===== config.mk =====
export PLATFORM = sky130hd
export DESIGN_NAME = ntc_divider
export DESIGN_NICKNAME = d
export VERILOG_FILES = /design/src/sv/ntc_divider.sv
export SDC_FILE = /design/constraint.sdc
export NUM_CORES = 1
export LEC_CHECK = 0
export BUFFER_PORTS_ARGS = -buffer_cell sky130_fd_sc_hd__buf_2
export CAP_MARGIN = 20
export CORE_UTILIZATION = 42
export DETAILED_ROUTE_END_ITERATION = 8
export PLACE_DENSITY = 0.62
export SLEW_MARGIN = 20
export SYNTH_ARGS = -nofsm -noshare
export SYNTH_HDL_FRONTEND = slang
export SYNTH_SLANG_ARGS = --single-unit
export TNS_END_PERCENT = 1

===== constraint.sdc =====
create_clock -name clk_i -period 2.7 [get_ports clk_i]
set_input_delay 0.27 -clock clk_i [delete_from_list [all_inputs] [get_ports clk_i]]
set_output_delay 0.27 -clock clk_i [all_outputs]
set_load 0.1 [all_outputs]

===== src/sv/ntc_divider.sv =====
// ----------------------------------------------------------------------------
// ntc restoring divider
// unsigned radix-2 divider, one quotient bit per cycle
// ----------------------------------------------------------------------------
module ntc_divider #(
  parameter int unsigned NumW = 29,
  parameter int unsigned DenW = 17
) (
  input  logic            clk_i,
  input  logic            rst_ni,
  input  logic            start_i,
  input  logic [NumW-1:0] num_i,
  input  logic [DenW-1:0] den_i,
  output logic            done_o,
  output logic [NumW-1:0] quot_o
);

  localparam int unsigned CntW = $clog2(NumW + 1);

  logic [NumW-1:0] quot_q, quot_d;
  logic [DenW-1:0] rem_q, rem_d;
  logic [DenW-1:0] den_q, den_d;
  logic [CntW-1:0] cnt_q, cnt_d;
  logic            busy_q, busy_d;
  logic            done_q, done_d;
  logic [DenW:0]   trial;

  always_comb begin
    quot_d = quot_q;
    rem_d  = rem_q;
    den_d  = den_q;
    cnt_d  = cnt_q;
    busy_d = busy_q;
    done_d = 1'b0;
    trial  = {rem_q, quot_q[NumW-1]};
    if (start_i) begin
      quot_d = num_i;
      rem_d  = '0;
      den_d  = den_i;
      cnt_d  = CntW'(NumW);
      busy_d = 1'b1;
    end else if (busy_q) begin
      // shift in next numerator bit, subtract when it fits
      if (trial >= {1'b0, den_q}) begin
        rem_d  = DenW'(trial - {1'b0, den_q});
        quot_d = {quot_q[NumW-2:0], 1'b1};
      end else begin
        rem_d  = trial[DenW-1:0];
        quot_d = {quot_q[NumW-2:0], 1'b0};
      end
      cnt_d = cnt_q - 1'b1;
      if (cnt_q == CntW'(1)) begin
        busy_d = 1'b0;
        done_d = 1'b1;
      end
    end
  end

  always_ff @(posedge clk_i or negedge rst_ni) begin
    if (!rst_ni) begin
      busy_q <= 1'b0;
      done_q <= 1'b0;
      cnt_q  <= '0;
    end else begin
      busy_q <= busy_d;
      done_q <= done_d;
      cnt_q  <= cnt_d;
    end
  end

  always_ff @(posedge clk_i) begin
    quot_q <= quot_d;
    rem_q  <= rem_d;
    den_q  <= den_d;
  end

  assign done_o = done_q;
  assign quot_o = quot_q;

endmodule

==> summary.md <==
| Metric | Value |
|---|---|
| Class of the tightest hold or removal check | in -> reg |
| Clock transition at path regs | approximately 0.09 ns |
| Pin count of the biggest net entering global routing | 37 |
| CTS tree | yes |
| Count of antenna diodes in the layout | 0 |
| Final worst path period need | 2.75 ns |
| Cell at the root of the clock tree | clkbuf_8 |
| Highest routed metal layer | met4 |
| Slack of the worst reg-to-reg path | -0.05 ns |
| Startpoint type of the worst setup path | flop |
| FMAX | 363 MHz |
| Post-synth top area share | 0.367 |
| Max-Slew Margin vs Limit | 0.664 |
| Height of the chip | 96.6 um |
| Routed wl met2 | 3.45 mm |
| Post-detailed-placement half-perimeter wirelength | around 5.5 mm |
| Most area-hungry cell type in the Yosys netlist | edfxtp_1 |
| Synthesized area | 3760 um^2 |
| First-pass GRT wire length | 12.6 mm |
| DRC violation total after the first TritonRoute iteration | 93 |
| Wire length per cell | 14.3 um |
| VDD IR max | around 0.55 mV |
| Horiz. Die Dim | about 97 um |
| Final antenna-violating net count | 0 |
| Number of placement rows | 34 |
| Part of the Yosys area used for sequential elements | 0.504 |
| Number of instances in the synthesized netlist | approximately 330 |
| Required time reported for the critical path endpoint | 2.80 ns |
| Final setup violation count | 3 |
| Clock latency on the worst-skew pair | 0.35 ns |
| M1 WL | about 3.7 mm |
| Portion of the clock cycle consumed by the worst path in the final layout | 1.02 |
| Peak per-stage delay on the critical path | 0.39 ns |
| Total of flip-flops plus latches after synthesis | 70 |
| Gpl congestion | 0.786 |
| Number of port buffers | 78 |
| Layout cell share with drive strength beyond 1 | 0.355 |
| Max Cap Violations | 0 |
| Number of vias per cell after detailed routing | just over 5 |
| Category of the worst setup path capture point | flop |
| List of cells traversed by the critical path | inv_1, ha_2, inv_2, fa_2, a21o_1, a221oi_4, a2bb2oi_2, a31oi_2, or2_4, buf_6, mux2_2 |
| Hold slack final | 0.0847 ns |
| Signed area change from the synthesized netlist to the final layout | 22.4% |
| Overall global routing resource usage | 0.168 |
| Final hold violation count | 0 |
| Outcome | complete, but fails checks |
| End point of the critical path | quot_o[0] |
| Critical path peak fanout | 3 |
| Fillcell total | 822 |
| Crit path from | quot_o[28] |
| Total DRC errors in the routed layout | 0 |
| CORE AREA | about 8700 um^2 |
| Number of distinct library cells after synthesis | 53 |
| # H-tree levels | 3 |
| Leading cell types by count after synthesis | edfxtp_1 (46), nor2_1 (30), mux2_2 (29), inv_1 (26), ha_1 (19) |
| Startpoint-to-endpoint class of the critical path | reg -> reg |
| Setup tns final | -0.0614 ns |
| Total power after layout | 0.00441 W |
| Clock skew after layout | ~0.012 ns |
| Static Leakage | 2.01 nW |
| RSZ-0062 raised after global routing | true |
| Slew Limit Fails | 0 |
| Failing checks | setup timing |
| Number of nets at the end of the flow | 489 |
| Capture instance of the worst register-to-register path | quot_o[0] |
| Placed cell areas | 4310 um^2 |
| Total grt overflow | 0 |
| Sinks on Clock Net | 70 |
| Number of buffers created by CTS | 9 |
| Most frequent cell after synthesis | edfxtp_1 |
| Predominant post-synthesis flop cell | edfxtp_1 |
| Post-Synthesis Net Count | approximately 400 |
| EDFF count, synth | 46 |
| Number of warnings reported in the yosys synthesis log | 0 |
| Effective utilization at floorplan | 0.434 |
| Critical Path Slowest Stage Cell | edfxtp_1 |
| Least-Margin Pin Slew | ~0.50 ns |
| Maximum clock path buffer count | 2 |
| DR vias | 2725 |
| Detail Route met3 WL | 403 um |
| Post-synth ARST share | 0.100 |
| I/O pin count | 79 |
| Area of the die | approximately 9300 um^2 |
| Vias in the first global route | approximately 2600 |
| Final WS setup | -0.0525 ns |
| Reg-to-Reg Start | quot_o[28] |
| Pre-antenna DRT Iters | 5 |
| Total wirelength of the detailed-routed design | 7.63 mm |
| Average footprint of a synthesized cell | 11.5 um^2 |
| Final Cell Area | 4610 um^2 |
| Top cells by area in the synthesized netlist | edfxtp_1 (37%), dfxtp_1 (9.0%), mux2_2 (8.7%), ha_1 (6.3%), dfrtp_1 (4.7%) |
| P per Cell Area | 958 nW/um^2 |
| Antenna violations before repair | 0 |
| R2R depth | 11 |
| Arrival time reported for the critical path endpoint | 2.86 ns |
## report_power, final
part | switching [W] | leakage [nW] | internal, W
logic | 0.00117 | 1.21 | 0.000803
registers | 0.000128 | 0.689 | 0.00134
clock network | 0.000438 | 0.112 | 0.000534
total | 0.00174 | 2.01 | 0.00267
## cell type report
class,count,area [um^2],share of cell area
inverter,26,97.6,0.0212
timing repair buffer,94,528,0.115
clock inverter,7,105,0.0228
multi-input combinational,219,1720,0.373
clock buffer,9,124,0.0269
sequential,70,1900,0.412
tap,108,135,0.0293
## per-layer routing
metal  track usage  vias to the layer above
li1              -                     1392
met1         0.229                     1254
met2         0.254                       71
met3        0.0405                        8
met4        0.0781                        0
met5             0                        -
## worst max-delay path: cells and delay by family (launching register included)
kind / cells / cell delay, ns
adder cells (fa/ha/maj): 2 / 0.52
buffers and inverters: 3 / 0.24
AND/OR/NAND/NOR: 1 / 0.29
multiplexers: 1 / 0.25
AO/OA/AOI/OAI: 4 / 0.83
flip-flops: 1 / 0.39
## kinds of logic (layout without fill, tap and decap cells)
| logic type | count (synthesis) | count (layout) | share of synthesized area |
|---|---|---|---|
| AO/OA/AOI/OAI | 65 | 65 | 0.127 |
| XOR/XNOR | 14 | 14 | 0.0326 |
| adder cells (fa/ha/maj) | 20 | 20 | 0.0685 |
| buffers and inverters | 39 | 136 | 0.0462 |
| flip-flops | 70 | 70 | 0.504 |
| multiplexers | 40 | 40 | 0.116 |
| AND/OR/NAND/NOR | 80 | 80 | 0.105 |
## cell usage in the layout (no fill, tap or decap), types with 2 or more instances in the layout
| cell | netlist | layout |
|---|---|---|
| o31ai_1 | 2 | 2 |
| a21o_1 | 8 | 8 |
| a21oi_1 | 9 | 9 |
| o311a_1 | 2 | 2 |
| o21ai_0 | 13 | 10 |
| or3_1 | 2 | 2 |
| mux2i_1 | 11 | 11 |
| nor3_1 | 5 | 5 |
| ha_1 | 19 | 18 |
| dfrtp_1 | 7 | 7 |
| nand3b_1 | 2 | 2 |
| nand3_1 | 4 | 4 |
| xor2_1 | 3 | 3 |
| nand4_1 | 3 | 3 |
| edfxtp_1 | 46 | 46 |
| a211oi_1 | 11 | 9 |
| a211oi_2 | 0 | 2 |
| o21bai_1 | 2 | 2 |
| buf_4 | 1 | 12 |
| dfxtp_1 | 17 | 17 |
| nor2b_1 | 4 | 4 |
| clkbuf_8 | 0 | 9 |
| mux2_2 | 29 | 29 |
| buf_2 | 0 | 78 |
| o21ai_1 | 2 | 4 |
| nand2b_1 | 7 | 7 |
| bufinv_16 | 0 | 2 |
| nand2_1 | 13 | 13 |
| inv_6 | 0 | 2 |
| inv_1 | 26 | 25 |
| buf_6 | 1 | 2 |
| xnor2_1 | 11 | 11 |
| nor2_1 | 30 | 30 |
| a41o_1 | 2 | 2 |
| and3_1 | 3 | 3 |
| o211ai_1 | 2 | 2 |
## stage by stage
stage	cells	setup slack (ns)	utilization
2_1_floorplan	328	-0.560	-
3_3_place_gp	514	0.0553	0.497
3_5_place_dp	514	-0.0246	0.497
4_1_cts	531	-0.0458	0.526
5_1_grt	533	-0.173	0.531
6_report	533	-0.0525	0.531
## what timing repair did
| item | CTS | global route |
|---|---|---|
| hold buffers | 1 | 0 |
| setup endpoints to repair | 10 | 18 |
| pin swaps | 3 | 13 |
| hold endpoints to repair | 7 | 0 |
| setup buffers | 0 | 2 |
| resized for setup | 2 | 10 |
## flip-flops by register name, indices dropped and copies added, names as in the netlist
signal and cells:
cnt_q 5, rem_q 17, quot_o 29, busy_q 1
den_q 17, done_o 1
## worst min path at each step
stage               startpoint        to  slack [ns]  cells past startpoint
floorplan               rst_ni    busy_q       -0.03                      0
global placement        rst_ni  cnt_q[0]        0.11                      1
detailed placement      rst_ni  cnt_q[0]        0.12                      1
CTS                   den_i[5]  den_q[5]        0.07                      1
global route          den_i[5]  den_q[5]        0.07                      1
finish                den_i[5]  den_q[5]        0.08                      1
Note: power is estimated with default switching activity, not from simulation.
